[src/hdl/clce_pkg.sv]
// Shared types and codes for the circular list cursor engine.
package clce_pkg;

	// Opcodes carried by an input transaction
	localparam logic [2:0] OP_MOVE_NEXT  = 3'd0;
	localparam logic [2:0] OP_MOVE_PREV  = 3'd1;
	localparam logic [2:0] OP_INS_AFTER  = 3'd2;
	localparam logic [2:0] OP_INS_BEFORE = 3'd3;
	localparam logic [2:0] OP_POP        = 3'd4;
	localparam logic [2:0] OP_READ       = 3'd5;

	// Result status codes
	localparam logic [1:0] STAT_OK    = 2'd0;
	localparam logic [1:0] STAT_EMPTY = 2'd1;
	localparam logic [1:0] STAT_FULL  = 2'd2;

	typedef struct packed {
		logic [2:0]  opcode;
		logic [31:0] value_in;
	} in_item_t;

	typedef struct packed {
		logic [31:0] value_out;
		logic [1:0]  status;
		logic [6:0]  node_count;
	} out_item_t;

	typedef enum logic [1:0] {
		S_IDLE,
		S_EXEC,
		S_LINK,
		S_RESP
	} ctrl_state_t;

	// Controller to datapath
	typedef struct packed {
		logic accept;
		logic exec;
		logic link;
		logic load_out;
	} ctrl_cmd_t;

	// Datapath to controller
	typedef struct packed {
		logic need_link;
	} dp_stat_t;

endpackage

[src/hdl/clce_ctrl.sv]
// Sequencing state machine and output valid for the list engine.
module clce_ctrl
	import clce_pkg::*;
(
	input  logic       clk,
	input  logic       arst_n,
	input  logic       in_valid,
	output logic       in_ready,
	output logic       out_valid,
	input  logic       out_ready,
	input  dp_stat_t   stat,
	output ctrl_cmd_t  cmd
);

	ctrl_state_t state_q, state_d;
	logic        out_valid_q;

	// State register
	always_ff @(posedge clk or negedge arst_n) begin
		if (!arst_n) begin
			state_q <= S_IDLE;
		end else begin
			state_q <= state_d;
		end
	end

	// Next state and commands
	always_comb begin
		state_d  = state_q;
		cmd      = '0;
		in_ready = 1'b0;
		case (state_q)
			S_IDLE: begin
				in_ready = 1'b1;
				if (in_valid) begin
					cmd.accept = 1'b1;
					state_d    = S_EXEC;
				end
			end
			S_EXEC: begin
				cmd.exec = 1'b1;
				state_d  = stat.need_link ? S_LINK : S_RESP;
			end
			S_LINK: begin
				cmd.link = 1'b1;
				state_d  = S_RESP;
			end
			S_RESP: begin
				if (!out_valid_q || out_ready) begin
					cmd.load_out = 1'b1;
					state_d      = S_IDLE;
				end
			end
			default: begin
				state_d = S_IDLE;
			end
		endcase
	end

	// Output valid: set on load, cleared when the transaction is taken
	always_ff @(posedge clk or negedge arst_n) begin
		if (!arst_n) begin
			out_valid_q <= 1'b0;
		end else if (cmd.load_out) begin
			out_valid_q <= 1'b1;
		end else if (out_ready) begin
			out_valid_q <= 1'b0;
		end
	end

	assign out_valid = out_valid_q;

`ifndef SYNTH
	a_accept_exec: assert property (@(posedge clk) disable iff (!arst_n)
		cmd.accept |=> state_q == S_EXEC)
		else $error("accepted transaction not executed next cycle");
	a_link_after_exec: assert property (@(posedge clk) disable iff (!arst_n)
		state_q == S_LINK |-> $past(state_q) == S_EXEC)
		else $error("link phase without execute phase");
	a_load_valid: assert property (@(posedge clk) disable iff (!arst_n)
		cmd.load_out |=> out_valid_q)
		else $error("loaded result not presented");
`endif

endmodule

[src/hdl/clce_dp.sv]
// Datapath: link and value memories, list registers and result registers.
module clce_dp
	import clce_pkg::*;
#(
	parameter int POOL_NODES  = 64,
	parameter int VALUE_WIDTH = 32
)
(
	input  logic      clk,
	input  logic      arst_n,
	input  ctrl_cmd_t cmd,
	output dp_stat_t  stat,
	input  in_item_t  in_data,
	output out_item_t out_data
);

	localparam int AW = $clog2(POOL_NODES);
	localparam int CW = $clog2(POOL_NODES + 1);
	localparam int VW = VALUE_WIDTH;

	// Node pool memories
	logic [AW-1:0] next_mem [POOL_NODES];
	logic [AW-1:0] prev_mem [POOL_NODES];
	logic [VW-1:0] val_mem  [POOL_NODES];

	// List state
	logic [AW-1:0] cursor_q, free_head_q;
	logic [CW-1:0] size_q, fresh_q, free_size_q;

	// Latched transaction and registered memory reads
	in_item_t      item_q;
	logic [AW-1:0] rd_next_cur_q, rd_next_free_q, rd_prev_cur_q;
	logic [VW-1:0] rd_val_q;

	// Second link phase
	logic          l_next_en_q, l_prev_en_q;
	logic [AW-1:0] l_next_addr_q, l_next_data_q, l_prev_addr_q, l_prev_data_q;

	out_item_t res_q, out_q;

	// Execute-phase decisions
	logic [AW-1:0] cursor_d, free_head_d;
	logic [CW-1:0] size_d, fresh_d, free_size_d;
	logic          xn_en, xp_en, xv_en;
	logic [AW-1:0] xn_addr, xn_data, xp_addr, xp_data, xv_addr;
	logic          ln_en, lp_en;
	logic [AW-1:0] ln_addr, ln_data, lp_addr, lp_data;
	logic [VW-1:0] vout;
	logic [1:0]    stat_code;
	logic [63:0]   in_ext, vout_ext;
	logic [15:0]   size_ext;

	// Memory write ports
	logic          next_we, prev_we;
	logic [AW-1:0] next_waddr, next_wdata, prev_waddr, prev_wdata;

	assign in_ext = 64'(item_q.value_in);

	// Operation decode over the registered reads
	always_comb begin
		logic          empty, have_free, have_fresh;
		logic [AW-1:0] n;
		empty       = (size_q == '0);
		have_free   = (free_size_q != '0);
		have_fresh  = (fresh_q != CW'(POOL_NODES));
		n           = have_free ? free_head_q : fresh_q[AW-1:0];
		cursor_d    = cursor_q;
		free_head_d = free_head_q;
		size_d      = size_q;
		fresh_d     = fresh_q;
		free_size_d = free_size_q;
		xn_en = 1'b0; xn_addr = n; xn_data = n;
		xp_en = 1'b0; xp_addr = n; xp_data = n;
		xv_en = 1'b0; xv_addr = n;
		ln_en = 1'b0; ln_addr = cursor_q; ln_data = n;
		lp_en = 1'b0; lp_addr = cursor_q; lp_data = n;
		vout      = '0;
		stat_code = STAT_OK;
		case (item_q.opcode)
			OP_MOVE_NEXT, OP_MOVE_PREV: begin
				if (empty) begin
					stat_code = STAT_EMPTY;
				end else begin
					cursor_d = (item_q.opcode == OP_MOVE_NEXT) ? rd_next_cur_q : rd_prev_cur_q;
				end
			end
			OP_INS_AFTER, OP_INS_BEFORE: begin
				if (!have_free && !have_fresh) begin
					stat_code = STAT_FULL;
				end else begin
					// take a node: recycled first, then a fresh one
					if (have_free) begin
						free_head_d = rd_next_free_q;
						free_size_d = free_size_q - CW'(1);
					end else begin
						fresh_d = fresh_q + CW'(1);
					end
					xv_en  = 1'b1;
					xn_en  = 1'b1;
					xp_en  = 1'b1;
					size_d = size_q + CW'(1);
					if (empty) begin
						cursor_d = n;
					end else if (item_q.opcode == OP_INS_AFTER) begin
						xn_data = rd_next_cur_q;
						xp_data = cursor_q;
						ln_en   = 1'b1;
						ln_addr = cursor_q;
						lp_en   = 1'b1;
						lp_addr = rd_next_cur_q;
					end else begin
						xp_data = rd_prev_cur_q;
						xn_data = cursor_q;
						ln_en   = 1'b1;
						ln_addr = rd_prev_cur_q;
						lp_en   = 1'b1;
						lp_addr = cursor_q;
					end
				end
			end
			OP_POP: begin
				if (empty) begin
					stat_code = STAT_EMPTY;
				end else begin
					vout = rd_val_q;
					// release the cursor node onto the free list
					xn_en       = 1'b1;
					xn_addr     = cursor_q;
					xn_data     = free_head_q;
					free_head_d = cursor_q;
					free_size_d = free_size_q + CW'(1);
					size_d      = size_q - CW'(1);
					if (rd_next_cur_q == cursor_q) begin
						cursor_d = '0;
					end else begin
						// unlink: prev of successor now, next of predecessor later
						xp_en    = 1'b1;
						xp_addr  = rd_next_cur_q;
						xp_data  = rd_prev_cur_q;
						ln_en    = 1'b1;
						ln_addr  = rd_prev_cur_q;
						ln_data  = rd_next_cur_q;
						cursor_d = rd_next_cur_q;
					end
				end
			end
			OP_READ: begin
				if (empty) begin
					stat_code = STAT_EMPTY;
				end else begin
					vout = rd_val_q;
				end
			end
			default: begin
			end
		endcase
	end

	assign stat.need_link = ln_en || lp_en;

	// Write port selection between execute and link phases
	always_comb begin
		if (cmd.exec) begin
			next_we    = xn_en;
			next_waddr = xn_addr;
			next_wdata = xn_data;
			prev_we    = xp_en;
			prev_waddr = xp_addr;
			prev_wdata = xp_data;
		end else begin
			next_we    = cmd.link && l_next_en_q;
			next_waddr = l_next_addr_q;
			next_wdata = l_next_data_q;
			prev_we    = cmd.link && l_prev_en_q;
			prev_waddr = l_prev_addr_q;
			prev_wdata = l_prev_data_q;
		end
	end

	// Link memories, two read ports on next
	always_ff @(posedge clk) begin
		if (next_we) begin
			next_mem[next_waddr] <= next_wdata;
		end
		rd_next_cur_q  <= next_mem[cursor_q];
		rd_next_free_q <= next_mem[free_head_q];
	end

	always_ff @(posedge clk) begin
		if (prev_we) begin
			prev_mem[prev_waddr] <= prev_wdata;
		end
		rd_prev_cur_q <= prev_mem[cursor_q];
	end

	// Value memory
	always_ff @(posedge clk) begin
		if (cmd.exec && xv_en) begin
			val_mem[xv_addr] <= in_ext[VW-1:0];
		end
		rd_val_q <= val_mem[cursor_q];
	end

	// List state registers
	always_ff @(posedge clk or negedge arst_n) begin
		if (!arst_n) begin
			cursor_q    <= '0;
			free_head_q <= '0;
			size_q      <= '0;
			fresh_q     <= '0;
			free_size_q <= '0;
			l_next_en_q <= 1'b0;
			l_prev_en_q <= 1'b0;
		end else if (cmd.exec) begin
			cursor_q    <= cursor_d;
			free_head_q <= free_head_d;
			size_q      <= size_d;
			fresh_q     <= fresh_d;
			free_size_q <= free_size_d;
			l_next_en_q <= ln_en;
			l_prev_en_q <= lp_en;
		end
	end

	assign vout_ext = 64'(vout);
	assign size_ext = 16'(size_d);

	// Payload registers
	always_ff @(posedge clk) begin
		if (cmd.accept) begin
			item_q <= in_data;
		end
		if (cmd.exec) begin
			l_next_addr_q       <= ln_addr;
			l_next_data_q       <= ln_data;
			l_prev_addr_q       <= lp_addr;
			l_prev_data_q       <= lp_data;
			res_q.value_out     <= vout_ext[31:0];
			res_q.status        <= stat_code;
			res_q.node_count    <= size_ext[6:0];
		end
		if (cmd.load_out) begin
			out_q <= res_q;
		end
	end

	assign out_data = out_q;

`ifndef SYNTH
	a_size_bound: assert property (@(posedge clk) disable iff (!arst_n)
		size_q <= CW'(POOL_NODES))
		else $error("list size beyond pool");
	a_node_conservation: assert property (@(posedge clk) disable iff (!arst_n)
		(CW+1)'(size_q) + (CW+1)'(free_size_q) == (CW+1)'(fresh_q))
		else $error("nodes lost or duplicated between list and free list");
	a_link_has_work: assert property (@(posedge clk) disable iff (!arst_n)
		cmd.link |-> (l_next_en_q || l_prev_en_q))
		else $error("link phase with no pending write");
`endif

endmodule

[src/hdl/circular_list_cursor_engine.sv]
// Top level of the circular list cursor engine.
// A circular doubly linked list held in a pool of POOL_NODES nodes, with a cursor on the
// current node. Each input transaction gives one result transaction. Moves, reads,
// inserts into an empty list, pops of the last node and rejected operations pass
// through the idle, execute and response states. Inserts into a non-empty list and
// pops with neighbours also pass through the link state between execute and response,
// because each link memory has a single write port and two link entries change. Memory
// reads are registered, which is why the decode has its own execute state. The next
// transaction is accepted only in the idle state, once the previous result has been
// loaded into the output register, where that result may still wait meanwhile; the
// next result then waits in the response state until the output register is taken.
// Node links and values are not cleared at reset; the list starts empty.
module circular_list_cursor_engine
	import clce_pkg::*;
#(
	parameter int POOL_NODES  = 64,
	parameter int VALUE_WIDTH = 32
)
(
	input  logic      clk,
	input  logic      arst_n,
	input  logic      in_valid,
	output logic      in_ready,
	input  in_item_t  in_data,
	output logic      out_valid,
	input  logic      out_ready,
	output out_item_t out_data
);

	ctrl_cmd_t cmd;
	dp_stat_t  stat;

	// Sequencer
	clce_ctrl u_ctrl (
		.clk       (clk),
		.arst_n    (arst_n),
		.in_valid  (in_valid),
		.in_ready  (in_ready),
		.out_valid (out_valid),
		.out_ready (out_ready),
		.stat      (stat),
		.cmd       (cmd)
	);

	// Pool memories and list registers
	clce_dp #(
		.POOL_NODES  (POOL_NODES),
		.VALUE_WIDTH (VALUE_WIDTH)
	) u_dp (
		.clk      (clk),
		.arst_n   (arst_n),
		.cmd      (cmd),
		.stat     (stat),
		.in_data  (in_data),
		.out_data (out_data)
	);

endmodule
[config.mk]
export PLATFORM = sky130hd
export DESIGN_NAME = circular_list_cursor_engine
export DESIGN_NICKNAME = d
export VERILOG_FILES = /design/src/hdl/clce_pkg.sv /design/src/hdl/clce_ctrl.sv /design/src/hdl/clce_dp.sv /design/src/hdl/circular_list_cursor_engine.sv
export SDC_FILE = /design/constraint.sdc
export NUM_CORES = 2
export LEC_CHECK = 0
export BUFFER_PORTS_ARGS = -buffer_cell sky130_fd_sc_hd__buf_2
export CAP_MARGIN = 20
export CORE_UTILIZATION = 30
export CTS_CLUSTER_DIAMETER = 40
export DETAILED_ROUTE_END_ITERATION = 7
export GPL_TIMING_DRIVEN = 0
export SYNTH_ARGS = -nofsm -noshare
export SYNTH_HDL_FRONTEND = slang
export SYNTH_SLANG_ARGS = --single-unit
[constraint.sdc]
create_clock -name clk -period 7.6 [get_ports clk]
set_clock_uncertainty 0.1 [all_clocks]
set_input_delay 0.76 -clock clk [delete_from_list [all_inputs] [get_ports clk]]
set_output_delay 0.76 -clock clk [all_outputs]
set_load 0.005 [all_outputs]
==> impl_metrics.json <==
{
  "startpoint": "u_ctrl.state_q[1]",
  "crit_family": "simple AND/OR/NAND/NOR gates",
  "first_pass_iters": 8,
  "cts-root-buf": "clkbuf_16",
  "die_area_um2": 401000,
  "p_clk_share_pct": 32.4,
  "wl_mm": 366,
  "p_sw_share_pct": 32.8,
  "irDropWorstVdd_uv": 278,
  "switchingPower_mw": 18.4,
  "dpl.cell_count": 10900,
  "crit_required_ps": 8010,
  "power_frac_comb_pct": 30.1,
  "vias": 62600,
  "yosys_warnings": 0,
  "final_layout_size_suffix_gt1_share_pct": 32.3,
  "cts_sinks": 3045,
  "syn_to_final_growth_pct": 20.9,
  "htreeDepth": 5,
  "r2r_start": "u_ctrl.state_q[1]",
  "start_kind": "flip-flop",
  "intPower_mw": 37.7,
  "drcViolationCount": 0,
  "synth.distinct_cells": 80,
  "place_area_um2": 131000,
  "gr-usage-all-layers_pct": 17.8,
  "antenna_found_initial": 18,
  "chipHeight_um": 634,
  "ys.flop_type": "edfxtp_1",
  "fin_crit_sh_pct": 73.3,
  "grt.overflow.total": 0,
  "cts_buffers": 370,
  "arrival_ps": 5980,
  "synth_seq_area_share_pct": 75.8,
  "synthArstFlopShare_pct": 1.25,
  "slowest_stage": "nand3_1",
  "critPathMaxFanout": 35,
  "maxSlewHeadroom_pct": 17.1,
  "stdcell_area_um2": 145000,
  "layoutNonFillerInstCount": 11600,
  "cts_tree": "done",
  "hold_viol": 0,
  "gp_congestion": 0.942,
  "clockBufferDepth": 4,
  "grt_pass1_wl_mm": 501,
  "grt_pass1_vias": 62200,
  "routedWlPerCell_um": 31.5,
  "synth-edff-count": 2957,
  "period_needed_ps": 5570,
  "dpl.hpwl_mm": 252,
  "whs_ps": 174,
  "vias_per_cell": 5.39,
  "die-width_um": 634,
  "worstPathCellList": "inv_1 -> ha_4 -> clkinv_1 -> clkbuf_1 -> clkbuf_1 -> mux2i_1 -> nand3_1 -> nor2_1",
  "drv_cap": 0,
  "row_count": 231,
  "cp_num_buf_inv": 4,
  "netlist_instances": 5353,
  "cpMostUsedCell": "clkbuf_1",
  "first_iter_violations": 9203,
  "min_path_type": "in -> async",
  "syn_avg_cell_area_um2": 22.4,
  "setup_viol": 0,
  "num-nets-final": 6108,
  "clk_pin_slew_worst_paths_ps": 60,
  "path_depth": 8,
  "seqPwrFrac_pct": 37.5,
  "portBuffers": 81,
  "ios": 82,
  "worst_pin_slew_ps": 1240,
  "reg2regPathDepth": 8,
  "rsz0062_at_grt": "false",
  "end_kind": "flip-flop",
  "coreArea_um2": 397000,
  "crit_type": "reg -> reg",
  "syn_area_um2": 120000,
  "fin_total_pwr_mw": 56.2,
  "start_util_pct": 30.2,
  "finalMaxSlewViolations": 0,
  "p_per_area_nw_per_um2": 388,
  "syn_nets": 5407,
  "ys_seq_elements": 3045,
  "clkLatencyLatePin_ps": 940,
  "grt_max_degree": 41,
  "p_leak_nw": 44.3,
  "fmax_mhz": 180,
  "status": "completed",
  "ant_nets": 0,
  "cpPeakStageDelay_ps": 980
}
==> final timing paths <==
kind,endpoint,slack (ps)
setup / recovery,u_dp.next_mem[55][3],2030
hold / removal,u_ctrl.state_q[0],170
setup reg to reg,u_dp.next_mem[55][3],2030
hold reg to reg,u_dp.out_data[2],320
max in group asynchronous,u_dp.cursor_q[2],6730
min in group clk,u_ctrl.state_q[0],210
==> power by group through the flow <==
stage | Sequential, mW | Clock, mW | Combinational (mW)
6_report | 21.1 | 18.2 | 16.9
5_1_grt | 21.1 | 19.0 | 17.4
4_1_cts | 21.1 | 18.4 | 16.7
3_5_place_dp | 21.4 | 0 | 16.6
3_3_place_gp | 22.0 | 0 | 15.0
2_1_floorplan | 21.5 | 0 | 8.74
==> synth_stat cells, drive strengths merged, types with 40 or more instances <==
cell type / count / area, um^2
clkbuf: 197 / 739
a22oi: 134 / 1010
and2: 47 / 294
mux4: 957 / 21600
buf: 114 / 483
nor2: 263 / 987
mux2i: 42 / 420
nand3: 40 / 220
a21oi: 94 / 489
dfxtp: 50 / 1000
edfxtp: 2957 / 88800
o21ai: 54 / 293
nand2: 110 / 413
==> metal layers <==
metal	track usage [%]	up-vias	share of wire (%)
met5	0	-	0.0060
met3	4.02	705	9.7
li1	-	24400	-
met1	23.8	33900	39
met4	7.15	4	4.6
met2	28.3	3615	47
==> registers in the layout, indices dropped and copies added (netlist names), 7 cells and up <==
name	count
u_dp.val_mem	2048
u_dp.next_mem	384
u_dp.prev_mem	384
u_dp.out_data	41
u_dp.res_q	41
u_dp.in_ext	32
u_dp.rd_val_q	32
u_dp.free_size_q	7
u_dp.fresh_q	7
u_dp.size_q	7
==> final cells by class <==
cell class              count  area (um^2)
clock inverters           250         3010
plain buffers             311         1280
repair buffers            329         5020
clock buffers             426         9700
diodes                     10         25.0
flip-flops and latches   3045        90700
inverters                  22         82.6
multi-input cells        1975        28300
fillers                 35800       252000
well taps                5242         6560
==> metrics by stage <==
stage,worst slack [ps],util [%],TNS (ps)
final,2030,36.5,0
after floorplan,1740,-,0
after global placement,-3800,31.9,-9911840
after detailed placement,2260,33.1,0
after global routing,1930,36.5,0
after CTS,2190,36.4,0
==> layout by cell type (no fill, tap or decap), types with 37 or more instances in the layout <==
cell type   Yosys  routed
clkinv_2        0      41
and2_1         47      46
clkbuf_16       0     378
nand2_1       110     110
bufinv_16       0      46
clkbuf_1      197     217
inv_6           0      37
buf_12          0      85
mux4_2        957     957
buf_1          75      54
buf_2          38     141
dfrtp_1        38      38
buf_8           0      68
nor2_1        263     198
edfxtp_1     2957    2957
clkinvlp_4      0      43
mux2i_1        42      42
o21ai_0        51      51
buf_16          0      54
a21oi_1        91      83
nor2_4          0      65
dfxtp_1        50      50
a22oi_1       134     134
==> what timing repair did <==
| action | CTS | global route |
|---|---|---|
| buffers inserted | 0 | 0 |
| hold buffers | 36 | 0 |
| hold endpoints to repair | 52 | 0 |
| resized for setup | 0 | 0 |
==> logic make-up after synthesis <==
family / after synthesis / synth area share, %
mux: 1007 / 18.4
buf+inv: 333 / 1.09
compound gates: 385 / 2.22
simple gates: 548 / 2.12
fa+ha+maj: 15 / 0.163
xor+xnor: 20 / 0.146
flops: 3045 / 75.8
(Power assumes the default switching activity.)
